[config.mk]
export PLATFORM = sky130hd
export DESIGN_NAME = at_ipd_response_parser
export DESIGN_NICKNAME = d
export VERILOG_FILES = /design/src/design/aip_pkg.sv /design/src/design/aip_in_stage.sv /design/src/design/aip_fsm.sv /design/src/design/aip_out_stage.sv /design/src/design/at_ipd_response_parser.sv
export SDC_FILE = /design/constraint.sdc
export NUM_CORES = 1
export LEC_CHECK = 0
export BUFFER_PORTS_ARGS = -buffer_cell sky130_fd_sc_hd__buf_2
export CORE_UTILIZATION = 50
export CTS_BUF_LIST = sky130_fd_sc_hd__clkbuf_2 sky130_fd_sc_hd__clkbuf_4 sky130_fd_sc_hd__clkbuf_8
export CTS_CLUSTER_DIAMETER = 120
export DETAILED_ROUTE_END_ITERATION = 16
export HOLD_SLACK_MARGIN = 0.1
export PLACE_DENSITY = 0.7
export SYNTH_ARGS = -nofsm -noshare
export SYNTH_HDL_FRONTEND = slang
export SYNTH_SLANG_ARGS = --single-unit
[constraint.sdc]
create_clock -name clk -period 3.4 [get_ports clk]
set_clock_uncertainty 0.2 [all_clocks]
set_input_delay 0.17 -clock clk [delete_from_list [all_inputs] [get_ports clk]]
set_output_delay 0.17 -clock clk [all_outputs]
set_load 0.03 [all_outputs]
[src/design/aip_pkg.sv]
// types and constants of the modem reply parser
`default_nettype none

package aip_pkg;

  localparam int BYTE_W = 8;
  localparam int LEN_W  = 14;
  localparam int STAT_W = 2;

  localparam logic [LEN_W-1:0] MAX_PAYLOAD_RST = 14'd1024;
  localparam logic [LEN_W-1:0] TRAILER_LEN     = 14'd8;

  // request kinds
  localparam logic REQ_START = 1'b0;
  localparam logic REQ_BYTE  = 1'b1;

  // result kinds
  localparam logic KIND_PAYLOAD = 1'b0;
  localparam logic KIND_STATUS  = 1'b1;

  // status codes
  localparam logic [STAT_W-1:0] STATUS_OK        = 2'd0;
  localparam logic [STAT_W-1:0] STATUS_BAD_TERM  = 2'd1;
  localparam logic [STAT_W-1:0] STATUS_TOO_LARGE = 2'd2;

  // characters of the reply
  localparam logic [BYTE_W-1:0] CH_O     = 8'h4F;
  localparam logic [BYTE_W-1:0] CH_K     = 8'h4B;
  localparam logic [BYTE_W-1:0] CH_D     = 8'h44;
  localparam logic [BYTE_W-1:0] CH_COMMA = 8'h2C;
  localparam logic [BYTE_W-1:0] CH_E     = 8'h45;
  localparam logic [BYTE_W-1:0] CH_COLON = 8'h3A;
  localparam logic [BYTE_W-1:0] CH_ZERO  = 8'h30;
  localparam logic [BYTE_W-1:0] CH_NINE  = 8'h39;
  localparam logic [BYTE_W-1:0] CH_CR    = 8'h0D;
  localparam logic [BYTE_W-1:0] CH_LF    = 8'h0A;

  typedef enum logic [3:0] {
    PH_IDLE     = 4'd0,
    PH_OK_FIND  = 4'd1,
    PH_OK_CR    = 4'd2,
    PH_OK_LF    = 4'd3,
    PH_D_FIND   = 4'd4,
    PH_LEN      = 4'd5,
    PH_PAYLOAD  = 4'd6,
    PH_TRAILER  = 4'd7,
    PH_ED_FIND  = 4'd8,
    PH_ED_TAIL1 = 4'd9,
    PH_ED_TAIL2 = 4'd10
  } phase_t;

  typedef struct packed {
    logic              req_type;
    logic              mode_is_write;
    logic [BYTE_W-1:0] rx_byte;
  } item_t;

  typedef struct packed {
    logic              kind;
    logic [BYTE_W-1:0] payload_byte;
    logic [STAT_W-1:0] status;
    logic [LEN_W-1:0]  payload_len;
    logic              last;
  } res_t;

endpackage

`default_nettype wire

[src/design/aip_in_stage.sv]
// input register stage of the reply parser
`default_nettype none

module aip_in_stage
  import aip_pkg::*;
(
  input  wire logic              clk,
  input  wire logic              rst_n,
  input  wire logic              in_valid,
  output logic                   in_ready,
  input  wire logic              in_req_type,
  input  wire logic              in_mode_is_write,
  input  wire logic [BYTE_W-1:0] in_rx_byte,
  input  wire logic              advance,
  output logic                   s1_valid,
  output item_t                  s1_item
);

  logic  valid_r;
  item_t item_r;

  assign in_ready = !valid_r || advance;
  assign s1_valid = valid_r;
  assign s1_item  = item_r;

  always_ff @(posedge clk) begin
    if (!rst_n) begin
      valid_r <= 1'b0;
    end else if (in_valid && in_ready) begin
      valid_r <= 1'b1;
    end else if (advance) begin
      valid_r <= 1'b0;
    end
  end

  always_ff @(posedge clk) begin
    if (in_valid && in_ready) begin
      item_r.req_type      <= in_req_type;
      item_r.mode_is_write <= in_mode_is_write;
      item_r.rx_byte       <= in_rx_byte;
    end
  end

endmodule

`default_nettype wire

[src/design/aip_fsm.sv]
// parse state machine: one beat of state update and result per step
`default_nettype none

module aip_fsm
  import aip_pkg::*;
#(
  parameter int LEN_DIGITS = 4
) (
  input  wire logic             clk,
  input  wire logic             rst_n,
  input  wire logic             step,
  input  wire item_t            item,
  input  wire logic [LEN_W-1:0] max_payload,
  output logic                  has_res,
  output res_t                  res
);

  localparam int DCNT_W = $clog2(LEN_DIGITS + 1);

  phase_t             phase_r, phase_nxt;
  logic [BYTE_W-1:0]  prev_byte_r, prev_byte_nxt;
  logic               prev_valid_r, prev_valid_nxt;
  logic               write_mode_r, write_mode_nxt;
  logic [LEN_W-1:0]   length_r, length_nxt;
  logic [DCNT_W-1:0]  digit_cnt_r, digit_cnt_nxt;
  logic [LEN_W-1:0]   byte_cnt_r, byte_cnt_nxt;
  logic               bad_cr_r, bad_cr_nxt;

  logic [BYTE_W-1:0]  b;
  logic               is_byte;
  logic [LEN_W-1:0]   byte_inc;
  logic               is_digit;
  logic [LEN_W-1:0]   len_times_ten;

  assign b        = item.rx_byte;
  assign is_byte  = step && (item.req_type == REQ_BYTE);
  assign byte_inc = byte_cnt_r + 1'b1;
  assign is_digit = (b >= CH_ZERO) && (b <= CH_NINE);
  // x*10 as x*8 + x*2, wraps at the field width
  assign len_times_ten = {length_r[LEN_W-4:0], 3'b000} + {length_r[LEN_W-2:0], 1'b0};

  // next state
  always_comb begin
    phase_nxt      = phase_r;
    prev_byte_nxt  = prev_byte_r;
    prev_valid_nxt = prev_valid_r;
    write_mode_nxt = write_mode_r;
    length_nxt     = length_r;
    digit_cnt_nxt  = digit_cnt_r;
    byte_cnt_nxt   = byte_cnt_r;
    bad_cr_nxt     = bad_cr_r;
    if (step && item.req_type == REQ_START) begin
      write_mode_nxt = item.mode_is_write;
      length_nxt     = '0;
      digit_cnt_nxt  = '0;
      byte_cnt_nxt   = '0;
      bad_cr_nxt     = 1'b0;
      phase_nxt      = PH_OK_FIND;
      prev_byte_nxt  = '0;
      prev_valid_nxt = 1'b0;
    end else if (is_byte) begin
      unique case (phase_r)
        PH_OK_FIND: begin
          prev_byte_nxt  = b;
          prev_valid_nxt = 1'b1;
          if (prev_valid_r && prev_byte_r == CH_O && b == CH_K) begin
            phase_nxt = PH_OK_CR;
          end
        end
        PH_OK_CR: begin
          bad_cr_nxt = (b != CH_CR);
          phase_nxt  = PH_OK_LF;
        end
        PH_OK_LF: begin
          if (bad_cr_r || b != CH_LF) begin
            phase_nxt = PH_IDLE;
          end else begin
            phase_nxt      = write_mode_r ? PH_ED_FIND : PH_D_FIND;
            prev_byte_nxt  = '0;
            prev_valid_nxt = 1'b0;
          end
        end
        PH_D_FIND: begin
          prev_byte_nxt  = b;
          prev_valid_nxt = 1'b1;
          if (prev_valid_r && prev_byte_r == CH_D && b == CH_COMMA) begin
            phase_nxt     = PH_LEN;
            length_nxt    = '0;
            digit_cnt_nxt = '0;
          end
        end
        PH_LEN: begin
          if (b == CH_COLON) begin
            byte_cnt_nxt = '0;
            if (length_r > max_payload) begin
              phase_nxt      = PH_ED_FIND;
              prev_byte_nxt  = '0;
              prev_valid_nxt = 1'b0;
            end else begin
              phase_nxt = (length_r == '0) ? PH_TRAILER : PH_PAYLOAD;
            end
          end else if (is_digit && digit_cnt_r < DCNT_W'(LEN_DIGITS)) begin
            length_nxt    = len_times_ten + {{(LEN_W-4){1'b0}}, b[3:0]};
            digit_cnt_nxt = digit_cnt_r + 1'b1;
          end
        end
        PH_PAYLOAD: begin
          if (byte_inc >= length_r) begin
            byte_cnt_nxt = '0;
            phase_nxt    = PH_TRAILER;
          end else begin
            byte_cnt_nxt = byte_inc;
          end
        end
        PH_TRAILER: begin
          if (byte_inc >= TRAILER_LEN) begin
            byte_cnt_nxt = '0;
            phase_nxt    = PH_IDLE;
          end else begin
            byte_cnt_nxt = byte_inc;
          end
        end
        PH_ED_FIND: begin
          prev_byte_nxt  = b;
          prev_valid_nxt = 1'b1;
          if (prev_valid_r && prev_byte_r == CH_E && b == CH_D) begin
            phase_nxt = PH_ED_TAIL1;
          end
        end
        PH_ED_TAIL1: phase_nxt = PH_ED_TAIL2;
        PH_ED_TAIL2: phase_nxt = PH_IDLE;
        default:     phase_nxt = PH_IDLE;
      endcase
    end
  end

  // result of the current beat
  always_comb begin
    has_res          = 1'b0;
    res.kind         = KIND_STATUS;
    res.payload_byte = '0;
    res.status       = STATUS_OK;
    res.payload_len  = length_r;
    res.last         = 1'b1;
    if (is_byte) begin
      unique case (phase_r)
        PH_OK_LF: begin
          if (bad_cr_r || b != CH_LF) begin
            has_res         = 1'b1;
            res.status      = STATUS_BAD_TERM;
            res.payload_len = '0;
          end
        end
        PH_PAYLOAD: begin
          has_res          = 1'b1;
          res.kind         = KIND_PAYLOAD;
          res.payload_byte = b;
          res.last         = 1'b0;
        end
        PH_TRAILER: begin
          has_res = (byte_inc >= TRAILER_LEN);
        end
        PH_ED_TAIL2: begin
          has_res = 1'b1;
          if (write_mode_r) begin
            res.payload_len = '0;
          end else begin
            res.status = STATUS_TOO_LARGE;
          end
        end
        default: has_res = 1'b0;
      endcase
    end
  end

  always_ff @(posedge clk) begin
    if (!rst_n) begin
      phase_r      <= PH_IDLE;
      prev_byte_r  <= '0;
      prev_valid_r <= 1'b0;
      write_mode_r <= 1'b0;
      length_r     <= '0;
      digit_cnt_r  <= '0;
      byte_cnt_r   <= '0;
      bad_cr_r     <= 1'b0;
    end else begin
      phase_r      <= phase_nxt;
      prev_byte_r  <= prev_byte_nxt;
      prev_valid_r <= prev_valid_nxt;
      write_mode_r <= write_mode_nxt;
      length_r     <= length_nxt;
      digit_cnt_r  <= digit_cnt_nxt;
      byte_cnt_r   <= byte_cnt_nxt;
      bad_cr_r     <= bad_cr_nxt;
    end
  end

endmodule

`default_nettype wire

[src/design/aip_out_stage.sv]
// result register of the reply parser
`default_nettype none

module aip_out_stage
  import aip_pkg::*;
(
  input  wire logic  clk,
  input  wire logic  rst_n,
  input  wire logic  load,
  input  wire logic  load_valid,
  input  wire res_t  load_res,
  output logic       can_take,
  output logic       out_valid,
  input  wire logic  out_ready,
  output res_t       out_res
);

  logic valid_r;
  res_t res_r;

  assign can_take  = !valid_r || out_ready;
  assign out_valid = valid_r;
  assign out_res   = res_r;

  always_ff @(posedge clk) begin
    if (!rst_n) begin
      valid_r <= 1'b0;
    end else if (load) begin
      valid_r <= load_valid;
    end else if (out_ready) begin
      valid_r <= 1'b0;
    end
  end

  always_ff @(posedge clk) begin
    if (load && load_valid) begin
      res_r <= load_res;
    end
  end

endmodule

`default_nettype wire

[src/design/at_ipd_response_parser.sv]
// top level: byte-serial parser for a modem data reply
// path: a beat is registered in stage 1, then its result in the result register
// throughput: one beat per cycle while a full result register is not held by out_ready; the
//   combinational state update (with its times-ten length adder) sets the rate
// reset: synchronous active-low rst_n clears parse state, both stage valids,
//   and sets max_payload back to 1024
`default_nettype none

module at_ipd_response_parser
  import aip_pkg::*;
#(
  parameter int LEN_DIGITS = 4
) (
  input  wire logic              clk,
  input  wire logic              rst_n,
  // request beats
  input  wire logic              in_valid,
  output logic                   in_ready,
  input  wire logic              in_req_type,
  input  wire logic              in_mode_is_write,
  input  wire logic [BYTE_W-1:0] in_rx_byte,
  // result beats
  output logic                   out_valid,
  input  wire logic              out_ready,
  output logic                   out_kind,
  output logic [BYTE_W-1:0]      out_payload_byte,
  output logic [STAT_W-1:0]      out_status,
  output logic [LEN_W-1:0]       out_payload_len,
  output logic                   out_last,
  // max_payload register
  input  wire logic              cfg_valid,
  output logic                   cfg_ready,
  input  wire logic [LEN_W-1:0]  cfg_max_payload
);

  // configuration register, always writable
  logic [LEN_W-1:0] max_payload_r;

  // stage 1 holds the accepted beat; it moves on when the result register
  // is empty or being drained this cycle
  logic  s1_valid;
  item_t s1_item;
  logic  can_take;
  logic  advance;

  // result produced by the parser for the advancing beat
  logic  has_res;
  res_t  fsm_res;
  res_t  out_res;

  assign cfg_ready = 1'b1;
  assign advance   = s1_valid && can_take;

  always_ff @(posedge clk) begin
    if (!rst_n) begin
      max_payload_r <= MAX_PAYLOAD_RST;
    end else if (cfg_valid && cfg_ready) begin
      max_payload_r <= cfg_max_payload;
    end
  end

  aip_in_stage u_in_stage (
    .clk              (clk),
    .rst_n            (rst_n),
    .in_valid         (in_valid),
    .in_ready         (in_ready),
    .in_req_type      (in_req_type),
    .in_mode_is_write (in_mode_is_write),
    .in_rx_byte       (in_rx_byte),
    .advance          (advance),
    .s1_valid         (s1_valid),
    .s1_item          (s1_item)
  );

  // parse state only changes when a beat advances out of stage 1
  aip_fsm #(
    .LEN_DIGITS (LEN_DIGITS)
  ) u_fsm (
    .clk         (clk),
    .rst_n       (rst_n),
    .step        (advance),
    .item        (s1_item),
    .max_payload (max_payload_r),
    .has_res     (has_res),
    .res         (fsm_res)
  );

  // beats with no result clear the result register when it drains
  aip_out_stage u_out_stage (
    .clk        (clk),
    .rst_n      (rst_n),
    .load       (advance),
    .load_valid (has_res),
    .load_res   (fsm_res),
    .can_take   (can_take),
    .out_valid  (out_valid),
    .out_ready  (out_ready),
    .out_res    (out_res)
  );

  assign out_kind         = out_res.kind;
  assign out_payload_byte = out_res.payload_byte;
  assign out_status       = out_res.status;
  assign out_payload_len  = out_res.payload_len;
  assign out_last         = out_res.last;

endmodule

`default_nettype wire

==> results_dict.tcl <==
set metrics [dict create \
    synth_edf_count 35 \
    grt_remaining_overflow 0 \
    rows 38 \
    critPathLaunchType "flop" \
    synth_fp_nets 697 \
    leakage_nw 2.96 \
    antenna_found_initial 0 \
    n_antenna_cell 0 \
    r2r_start "u_fsm.byte_cnt_r[4]" \
    clkPwrFrac_pct 41.3 \
    drive_gt1_share_pct 15.8 \
    worstPathCellList "nand3_4 -> nor4_4 -> nand3_2 -> xnor2_1 -> ha_1 -> nand2_1 -> o21ai_0 -> nor3_1 -> o31ai_2 -> buf_4 -> nand4b_1 -> or2_2 -> a21oi_1" \
    tns_ps 0 \
    synthFlopType "dfxtp_1" \
    cap_violations 0 \
    max_slew_margin_pct 23.3 \
    synth.avg_cell_area_um2 9.46 \
    place_inst 797 \
    numCtsBuffers 9 \
    max_stage_delay_ps 440 \
    clk_pin_slew_ps 100 \
    setup_viol 0 \
    wirelength_um 14300 \
    num_io_pins 58 \
    critPathLaunch "u_fsm.byte_cnt_r[4]" \
    clock_latency_ps 390 \
    min_period_ps 3240 \
    ys_seq_elements 97 \
    layout_common_cells "58 x dfxtp_1, 56 x buf_2, 52 x ha_1" \
    route.vias.total 4883 \
    p_per_area_nw_per_um2 349 \
    intPower_w 0.00190 \
    yosysWarningCount 0 \
    first_global_vias 4627 \
    status "completed" \
    coreArea_um2 11100 \
    crit_path_top_delay_cell "dfxtp_1" \
    syn_area_um2 5800 \
    fp.dieArea_um2 12000 \
    yosys.area.top_type "dfxtp_1" \
    area_growth_pct 20.7 \
    finalNetCount 799 \
    clock.fmax_mhz 309 \
    critPathKind "reg -> reg" \
    worst-slew-pin-transition_ps 1140 \
    gp_congestion 0.877 \
    postRouteAntennaNets 0 \
    synth.distinct_cells 70 \
    post-route-drc-count 0 \
    synth_top_area_share_pct 21.4 \
    min_period_over_period_pct 95.3 \
    root_buffer "clkbuf_8" \
    post_drt_via_cell_ratio 5.68 \
    r2r-end "u_fsm.phase_r[3]" \
    min_to "u_fsm.prev_byte_r[4]" \
    p_sw_share_pct 22.1 \
    cts_tree "built" \
    synth_area_leaders "dfxtp_1 21%, edfxtp_1 18%, ha_1 11%" \
    reg2reg_depth 13 \
    syn_inst 613 \
    port_buffers 56 \
    first_iter_violations 298 \
    whs_path_depth 2 \
    ir_drop_v 0.000429 \
    final_cells 860 \
    hold_path.class "reg -> reg" \
    path_max_fanout 10 \
    arrival_ps 3360 \
    p_sw_w 0.000541 \
    die_w_um 110 \
    endpoint_kind "flop" \
    combPwrFrac_pct 7.8 \
    layout_commonest_cell "dfxtp_1" \
    dp_hpwl_um 10000 \
    die_h_um 110 \
    track_usage_pct 24.9 \
    cts.sink_count 97 \
    seq_area_frac_synth_pct 39.5 \
    postSynth.asyncResetShare_pct 0 \
    cts_htree_levels 3 \
    initial_core_util_pct 52.3 \
    hp-start "u_fsm.prev_byte_r[4]" \
    drt_first_pass_iters 5 \
    hold_viol 0 \
    worst_ep_required_time_ps 3520 \
    wl_per_cell_um 16.6 \
    ctsLongestPathBuffers 2 \
    grt_max_degree 27 \
    finalMaxSlewViolations 0 \
    pwr-share-seq_pct 50.9 \
    rrSetupSlack_ps 160 \
    grt_pass1_wl_um 22700 \
]
[worst max path at each step]
| stage | end | slack, ps |
|---|---|---|
| 4_1_cts | u_fsm.phase_r[3] | 30 |
| 5_1_grt | u_fsm.byte_cnt_r[6] | -40 |
| 6_report | u_fsm.phase_r[3] | 160 |
| 2_1_floorplan | u_fsm.phase_r[3] | 340 |
| 3_5_place_dp | u_fsm.phase_r[3] | 3 |
| 3_3_place_gp | u_fsm.phase_r[3] | 160 |
[worst max-delay path: cells and delay by family (launching register included)]
kind	cells	cell delay [ps]
XOR/XNOR	1	160
buffers and inverters	1	190
AND/OR/NAND/NOR	7	1430
AO/OA/AOI/OAI	3	420
adder cells (fa/ha/maj)	1	320
flip-flops	1	440
[repair_timing]
| action | in CTS | in global routing |
|---|---|---|
| setup endpoints to repair | 1 | 15 |
| hold buffers | 46 | 0 |
| setup buffers | 0 | 1 |
| resized for setup | 1 | 9 |
| pin swaps | 0 | 1 |
| endpoints found under the hold margin | 28 | 0 |
[per-stage QoR]
| stage | setup WS [ps] | area (um^2) | hold WS [ps] | power (W) | utilization [%] |
|---|---|---|---|---|---|
| final | 160 | 7000 | 272 | 0.00244 | 63.2 |
| after global routing | -35.4 | 7000 | 272 | 0.00252 | 63.2 |
| after CTS | 27.7 | 6960 | 267 | 0.00246 | 62.8 |
| after detailed placement | 3.07 | 6220 | 148 | 0.00141 | 56.2 |
| after global placement | 160 | 6220 | 146 | 0.00141 | 56.2 |
| after floorplan | 335 | 5800 | 68.9 | 0.00136 | - |
[area by class of cell]
cell class                      count  area, um^2
Multi-Input combinational cell    445        3220
Tap cell                          140         175
Fill cell                         923        4080
Clock buffer                       10         138
Sequential cell                    97        2300
Timing Repair Buffer              120         876
Inverter                           42         158
Clock inverter                      6         136
[registers in the layout, indices dropped and copies added (netlist names)]
name                   flops
u_out_stage.out_valid      1
u_fsm.prev_byte_r          8
u_fsm.write_mode_r         1
u_out_stage.out_res       25
u_fsm.prev_valid_r         1
u_fsm.length_r            14
u_fsm.bad_cr_r             1
u_fsm.digit_cnt_r          3
max_payload_r             14
u_in_stage.s1_valid        1
u_fsm.phase_r              4
u_in_stage.s1_item        10
u_fsm.byte_cnt_r          14
[cell usage after synthesis (all sizes together), types with 2 or more instances]
master    n
a22oi    12
a31oi    16
a311oi    2
nand4bb   2
buf      12
o21ai    24
nor4      7
nor3     17
dfxtp    62
mux2i    23
nor2     30
nor2b    26
a21o     10
a21oi    26
or4b      2
fa        2
nor4b     2
a21boi    2
or2       2
nand2    53
or3       4
and3     11
and2     12
a211o     3
o31ai     3
xnor2    11
nor3b     3
nand2b    6
nand3    19
o22ai     3
and3b     2
a211oi    4
inv      42
o21a      3
a31o      3
nand4     7
o21bai    6
edfxtp   35
xor2     14
a22o      6
clkbuf   17
ha       53
[power groups by stage]
stage / Clock (W) / Sequential (W) / Combinational, W
2_1_floorplan: 0 / 0.00126 / 0.000104
3_3_place_gp: 0 / 0.00127 / 0.000138
3_5_place_dp: 0 / 0.00127 / 0.000143
4_1_cts: 0.00103 / 0.00124 / 0.000187
5_1_grt: 0.00107 / 0.00125 / 0.000211
6_report: 0.00101 / 0.00124 / 0.000191
[layer usage]
metal / track usage [%] / wire length, um / part of all wire, %
met4: 8.57 / 315 / 2.2
met2: 41.9 / 6990 / 49
met5: 0 / 0 / 0
met3: 5.87 / 834 / 5.8
met1: 31.2 / 6150 / 43
[cells by family after synthesis]
family	after synthesis	synth area share [%]
adders and majority gates	55	12.1
xor gates and xnor gates	25	3.78
DFF	97	39.5
buffers and inverters	71	5.44
AOI/OAI and AO/OA	132	15.4
other	1	0.0647
and+or+nand+nor	208	19.5
muxes	24	4.16
(Power assumes the default switching activity.)
